[config.mk]
export PLATFORM = sky130hd
export DESIGN_NAME = sorted_priority_queue
export DESIGN_NICKNAME = d
export VERILOG_FILES = /design/src/design/spq_pkg.sv /design/src/design/spq_cell.sv /design/src/design/sorted_priority_queue.sv
export SDC_FILE = /design/constraint.sdc
export NUM_CORES = 1
export LEC_CHECK = 0
export BUFFER_PORTS_ARGS = -buffer_cell sky130_fd_sc_hd__buf_4
export CAP_MARGIN = 15
export CORE_MARGIN = 2
export CORE_UTILIZATION = 59
export CTS_BUF_LIST = sky130_fd_sc_hd__clkbuf_8
export CTS_CLUSTER_SIZE = 20
export DETAILED_ROUTE_END_ITERATION = 12
export PLACE_DENSITY = 0.85
export SYNTH_ARGS = -nofsm -noshare
export SYNTH_HDL_FRONTEND = slang
export SYNTH_SLANG_ARGS = --single-unit
export TNS_END_PERCENT = 100
[constraint.sdc]
create_clock -name clk -period 5.3 [get_ports clk]
set_clock_uncertainty 0.15 [all_clocks]
set_input_delay 0.53 -clock clk [delete_from_list [all_inputs] [get_ports clk]]
set_output_delay 0.53 -clock clk [all_outputs]
set_load 0.01 [all_outputs]
[src/design/spq_pkg.sv]
package spq_pkg;

    localparam logic [1:0] STATUS_DONE  = 2'd0;
    localparam logic [1:0] STATUS_FULL  = 2'd1;
    localparam logic [1:0] STATUS_EMPTY = 2'd2;

    localparam logic REQ_INSERT = 1'b0;
    localparam logic REQ_DELETE = 1'b1;

    localparam int CAP_W = 5;
    localparam logic [CAP_W-1:0] CAP_RESET = 5'd16;

    typedef struct packed {
        logic        req_type;
        logic [7:0]  item_prio;
        logic [15:0] item_value;
    } req_t;

    typedef struct packed {
        logic [15:0] out_value;
        logic [7:0]  out_prio;
        logic [1:0]  status;
        logic [4:0]  occupancy;
    } rsp_t;

    typedef struct packed {
        logic [7:0]  prio;
        logic [15:0] value;
    } entry_t;

    // broadcast to every cell for one transfer
    typedef struct packed {
        logic   ins;
        logic   del;
        entry_t item;
    } cell_op_t;

endpackage

[src/design/spq_cell.sv]
module spq_cell (
    input  logic             clk,
    input  spq_pkg::cell_op_t op,
    input  logic             occupied,
    input  logic             at_tail,
    input  logic             left_take,
    input  spq_pkg::entry_t  left_entry,
    input  spq_pkg::entry_t  right_entry,
    output logic             take,
    output spq_pkg::entry_t  entry
);

    spq_pkg::entry_t entry_reg;
    spq_pkg::entry_t entry_next;

    // this slot changes on insert: held entry is outranked, or first free slot
    assign take = (occupied && (entry_reg.prio < op.item.prio)) || at_tail;
    assign entry = entry_reg;

    always_comb
    begin
        entry_next = entry_reg;
        if (op.ins && take)
        begin
            // shift from the left if the neighbor also moved, else land the new item
            entry_next = left_take ? left_entry : op.item;
        end
        else if (op.del)
        begin
            entry_next = right_entry;
        end
    end

    always_ff @(posedge clk)
    begin
        entry_reg <= entry_next;
    end

endmodule

[src/design/sorted_priority_queue.sv]
// Sorted priority queue built as a row of DEPTH cells, head at cell 0.
// Request channel: req_valid / req_stall / req. req_type selects insert
// (by item_prio, equal priorities keep arrival order) or delete of the head.
// Response channel: rsp_valid / rsp_stall / rsp, one response per request,
// carrying the removed entry (0 otherwise), a status code and the occupancy.
// The response is registered at the edge that takes the request. The queue
// takes one request per cycle while the receiver does not stall; every cell
// compares its own priority with the broadcast item and shifts in its
// neighbor's entry in that same cycle, so no request waits on another.
// When the receiver stalls, the held response stays put and req_stall rises
// until it is taken. Reset empties the queue and sets capacity to 16; the
// entry storage itself is not cleared. cfg_we / cfg_data write the capacity;
// the user writes it only while idle; the block does not enforce it. 0 acts
// as 1 and values above DEPTH act as DEPTH. Inserts beyond capacity report
// full, deletes on an empty queue report empty; neither changes the queue.
module sorted_priority_queue #(
    parameter int DEPTH = 16
) (
    input  logic                       clk,
    input  logic                       rst_n,
    input  logic                       req_valid,
    output logic                       req_stall,
    input  spq_pkg::req_t              req,
    output logic                       rsp_valid,
    input  logic                       rsp_stall,
    output spq_pkg::rsp_t              rsp,
    input  logic                       cfg_we,
    input  logic [spq_pkg::CAP_W-1:0]  cfg_data
);

    localparam int CW = $clog2(DEPTH + 1);
    localparam int WW = (CW > spq_pkg::CAP_W) ? CW : spq_pkg::CAP_W;
    localparam logic [WW-1:0] DEPTH_W = WW'(DEPTH);

    logic [CW-1:0]            count_reg;
    logic [CW-1:0]            count_next;
    logic [spq_pkg::CAP_W-1:0] cap_reg;
    logic                     rsp_valid_reg;
    spq_pkg::rsp_t            rsp_reg;
    spq_pkg::rsp_t            rsp_next;

    logic                     accept;
    logic [WW-1:0]            count_w;
    logic [WW-1:0]            count_next_w;
    logic [WW-1:0]            cap_w;
    logic [WW-1:0]            cap_eff;
    logic                     full;
    logic                     empty;
    spq_pkg::cell_op_t        op;

    logic                     take   [DEPTH];
    spq_pkg::entry_t          entry  [DEPTH];

    assign req_stall = rsp_valid_reg && rsp_stall;
    assign accept    = req_valid && !req_stall;
    assign rsp_valid = rsp_valid_reg;
    assign rsp       = rsp_reg;

    assign count_w      = WW'(count_reg);
    assign count_next_w = WW'(count_next);
    assign cap_w        = WW'(cap_reg);

    always_comb
    begin
        cap_eff = cap_w;
        if (cap_w == '0)
        begin
            cap_eff = WW'(1);
        end
        else if (cap_w > DEPTH_W)
        begin
            cap_eff = DEPTH_W;
        end
    end

    assign full  = (count_w >= cap_eff) || (count_w >= DEPTH_W);
    assign empty = (count_reg == '0);

    always_comb
    begin
        op.ins  = accept && (req.req_type == spq_pkg::REQ_INSERT) && !full;
        op.del  = accept && (req.req_type == spq_pkg::REQ_DELETE) && !empty;
        op.item.prio  = req.item_prio;
        op.item.value = req.item_value;
    end

    genvar gi;
    generate
        for (gi = 0; gi < DEPTH; gi++)
        begin : g_cell
            logic            left_take;
            spq_pkg::entry_t left_entry;
            spq_pkg::entry_t right_entry;

            if (gi == 0)
            begin : g_head
                assign left_take  = 1'b0;
                assign left_entry = '0;
            end
            else
            begin : g_body
                assign left_take  = take[gi-1];
                assign left_entry = entry[gi-1];
            end

            if (gi == DEPTH - 1)
            begin : g_tail
                assign right_entry = entry[gi];
            end
            else
            begin : g_inner
                assign right_entry = entry[gi+1];
            end

            spq_cell u_cell (
                .clk         (clk),
                .op          (op),
                .occupied    (CW'(gi) < count_reg),
                .at_tail     (CW'(gi) == count_reg),
                .left_take   (left_take),
                .left_entry  (left_entry),
                .right_entry (right_entry),
                .take        (take[gi]),
                .entry       (entry[gi])
            );
        end
    endgenerate

    always_comb
    begin
        count_next = count_reg;
        if (op.ins)
        begin
            count_next = count_reg + CW'(1);
        end
        else if (op.del)
        begin
            count_next = count_reg - CW'(1);
        end
    end

    always_comb
    begin
        rsp_next.out_value = '0;
        rsp_next.out_prio  = '0;
        rsp_next.status    = spq_pkg::STATUS_DONE;
        if (req.req_type == spq_pkg::REQ_INSERT)
        begin
            if (full)
            begin
                rsp_next.status = spq_pkg::STATUS_FULL;
            end
        end
        else if (empty)
        begin
            rsp_next.status = spq_pkg::STATUS_EMPTY;
        end
        else
        begin
            rsp_next.out_value = entry[0].value;
            rsp_next.out_prio  = entry[0].prio;
        end
        // report occupancy modulo 32
        rsp_next.occupancy = count_next_w[spq_pkg::CAP_W-1:0];
    end

    always_ff @(posedge clk or negedge rst_n)
    begin
        if (!rst_n)
        begin
            count_reg     <= '0;
            cap_reg       <= spq_pkg::CAP_RESET;
            rsp_valid_reg <= 1'b0;
        end
        else
        begin
            count_reg <= count_next;
            if (cfg_we)
            begin
                cap_reg <= cfg_data;
            end
            if (accept)
            begin
                rsp_valid_reg <= 1'b1;
            end
            else if (!rsp_stall)
            begin
                rsp_valid_reg <= 1'b0;
            end
        end
    end

    always_ff @(posedge clk)
    begin
        if (accept)
        begin
            rsp_reg <= rsp_next;
        end
    end

endmodule

==> reports/qor.yml <==
cells_and_area:
  final_nets: 2273
  nFillCells: 2868
  finish.instance_area_um2: 25980
  drive_above_1_share: 0.1277
  num_antenna_cells: 0
  multiInputGateArea_um2: 10310
  area_growth_syn_to_layout_pct: 9.561
  layout.cells.non_filler: 2694
  final-seq-area_um2: 12740
  number_of_flip_flops_in_the_largest_register: 384
power_and_ir_drop:
  internal-power_mw: 5.797
  swShare: 0.2903
  power.density_nw_per_um2: 314.4
  leakage_nw: 10.70
  power_frac_seq: 0.499
  clkPwrFrac: 0.319
  p_total_mw: 8.168
  share_comb_of_total_power: 0.182
  net_switching_power_figure_mw: 2.371
  irDropWorstVdd_mv: 0.2091
die:
  core_um2: 39730
  floorplan.initialDensity: 0.5968
  dieWidth_um: 204.5
  io_pins: 68
  dieHeight_um: 204.5
  placement_rows: 73
  die_area_um2: 41810
routing:
  detail_route.drc_violations: 0
  routed_wl_um: 56700
  detail-route-antenna-nets: 0
  drt_iter0_drc: 1573
  route.detailed.vias_per_inst: 6.355
  vias: 17120
  detailedRoute.firstPassIterationCount: 6
  wl_per_cell_um: 21.05
timing:
  transition_time_at_the_pin_with_the_least_slew_margin_ns: 0.9579
  min_period_over_period: 0.7857
  report.final.hold_viol_count: 0
  setup_repair_after_global_routing_missed_its_margin: "no"
  setup_viol_count_final: 0
  worst_rel_slew_slack: 0.3586
  final.hold.worst_slack_ns: 0.1401
  slew_violations: 0
  setup-tns-final_ns: 0
  fmax_mhz: 240.1
  final_period_minus_worst_setup_slack_ns: 4.164
global_route:
  grt_first_pass_wirelength_um: 91040
  gr-total-overflow: 0
  grt_met1_usage: 0.3699
  groute.layer.met3.usage: 0.04337
  grt_pass1_vias: 17440
  grt_start_max_net_pins: 50
  grt_usage: 0.2727
  grtUsageMet2: 0.4427
  antenna_found_initial: 0
  gr-max-usage-layer: "met2"
clocking:
  cts_made_buffers: 69
  clock_latency_ns: 0.62
  post_cts_buffers: 0
  clock-sinks: 426
  clk_root_buffer_cell: "clkbuf_8"
  cts-root-to-sink-buffers: 3
  htree_num_levels: 3
  cts.reportedPaths.clkPinSlew_ns: 0.06
  tritoncts: "yes"
run_status:
  outcome: "completed"
yosys:
  syn-num-nets: 2225
  dominantRegCellSynth: "edfxtp_1"
  avgSynthCellArea_um2: 11.43
  post_synthesis_cell_type_count: 60
  synth_edf_count: 415
  syn_area_um2: 23710
  synthCells: 2075
  synthesis.yosys.warnings: 0
  async_flop_share: 0.02582
  ff_latch_count_synth: 426
  sequential_share_of_the_synthesized_area: 0.5372
setup_path:
  crit_end: "g_cell[0].u_cell.entry[1]"
  reg2reg_to: "g_cell[0].u_cell.entry[1]"
  crit_path_start: "count_reg[1]"
  crit_path_end_kind: "flip-flop"
  critPathArrivalTime_ns: 4.38
  cp.required_ns: 5.51
  timing.rr.start: "count_reg[1]"
  worstRegToRegCells: 6
  worstSetupPathType: "flip-flop to flip-flop"
  critical_path_peak_fanout: 32
  critical_path_start_type: "flip-flop"
  r2r_slack_ns: 1.14
flow_run:
  cap_violations: 0
placed_design:
  dp_hpwl_um: 39780
  gpl.final_weighted_congestion: 0.9690
  place_area_um2: 24690
  io_buffer_count: 67
  placed_cells_incl_taps: 2569
min_path:
  hold_path.class: "primary input to asynchronous set/reset pin"
## worst max-delay path, cell delays in order, from the launching register on
cell	delay, ns
dfrtp_1	0.64
inv_1	0.23
ha_1	0.32
nand2_1	0.68
o41a_2	0.91
nand2b_4	0.55
mux2_2	0.40
## power groups by stage
stage          Sequential, mW  Clock, mW  Combinational (mW)
6_report                 4.08       2.61                1.49
5_1_grt                  4.09       2.78                1.61
4_1_cts                  4.07       2.65                1.46
3_5_place_dp             4.14          0                1.45
3_3_place_gp             4.13          0                1.39
2_1_floorplan            4.06          0                1.12
## metrics by stage
step	utilization	setup WS, ns
finish	0.6539	1.136
global route	0.6539	0.9311
CTS	0.6539	1.285
detailed placement	0.6214	1.199
global placement	0.6214	1.344
floorplan	-	0.08504
## per-layer routing
layer | vias to the layer above | part of all wire
met2 | 808 | 0.47
met5 | - | 0
met3 | 160 | 0.077
li1 | 7839 | -
met4 | 0 | 0.032
met1 | 8314 | 0.42
## layout by cell type, fill, tap and decap left out, types with 6 or more instances in the layout
cell             n
clkbuf_8        73
nand2_1        209
and3_1          31
dfrtp_1         10
a21oi_1        209
nor2b_1          7
clkinv_1        15
mux2_2          26
o21ai_2          9
edfxtp_1       415
mux2i_1        337
a211oi_1        13
a21o_1           7
o21ai_0        209
inv_1           35
and2_1           7
nand2b_1        15
nor2_2           8
o21a_1           6
a31oi_1          9
mux2_4          12
nand3_1          7
a211o_1         11
dlygate4sd3_1    8
ha_1           115
buf_4          120
nand4_1          6
nor2_1         168
## worst min path at each step
| stage | cells past startpoint | slack (ns) | from | to |
|---|---|---|---|---|
| after CTS | 2 | 0.12 | rst_n | count_reg[1] |
| after floorplan | 0 | 0.08 | rst_n | cap_reg[0] |
| after global routing | 2 | 0.15 | rst_n | rsp_valid |
| after detailed placement | 1 | 0.23 | rst_n | count_reg[2] |
| final | 2 | 0.14 | rst_n | count_reg[4] |
| after global placement | 1 | 0.22 | rst_n | count_reg[2] |
## area by class of cell
cell class	instances	area share
tap	525	0.02528
timing repair buffer	129	0.03853
sequential	426	0.4903
clock inverter	44	0.007995
multi-input combinational	1482	0.3970
clock buffer	73	0.03867
inverter	15	0.002167
## repair_timing
item                      in CTS  in global routing
resized for setup              0                  0
hold buffers                   8                  0
hold endpoints to repair      17                  0
## kinds of logic (layout without fill, tap and decap cells)
family                   count (synthesis)  after routing  share of synthesized area
AO/OA/AOI/OAI                          510            510                     0.1185
XOR/XNOR                                 3              3                   0.001108
adder cells (fa/ha/maj)                115            115                    0.06068
buffers and inverters                  167            261                    0.03282
flip-flops                             426            426                     0.5372
multiplexers                           375            375                     0.1622
AND/OR/NAND/NOR                        479            479                    0.08754
## cell usage after synthesis (5+ instances only)
cell	number	share of area
o21ai_0	217	0.046
edfxtp_1	415	0.53
inv_1	15	0.0024
a31oi_1	9	0.0024
buf_4	18	0.0057
dfrtp_1	10	0.011
mux2i_1	337	0.14
and2_1	7	0.0018
o21a_1	6	0.0019
nand2b_1	15	0.0040
o211ai_1	5	0.0016
nor2_2	8	0.0021
nand2_1	209	0.033
a21oi_1	214	0.045
and3_1	31	0.0082
buf_2	49	0.010
a211oi_1	13	0.0041
a21o_1	7	0.0022
a211o_1	11	0.0041
ha_1	115	0.061
mux2_2	26	0.012
mux2_4	12	0.0076
nand3_1	7	0.0015
nand4_1	6	0.0016
nor3_1	6	0.0013
clkbuf_1	81	0.013
and4_1	5	0.0018
nor2b_1	7	0.0018
nor2_1	168	0.027
(Power assumes the default switching activity.)
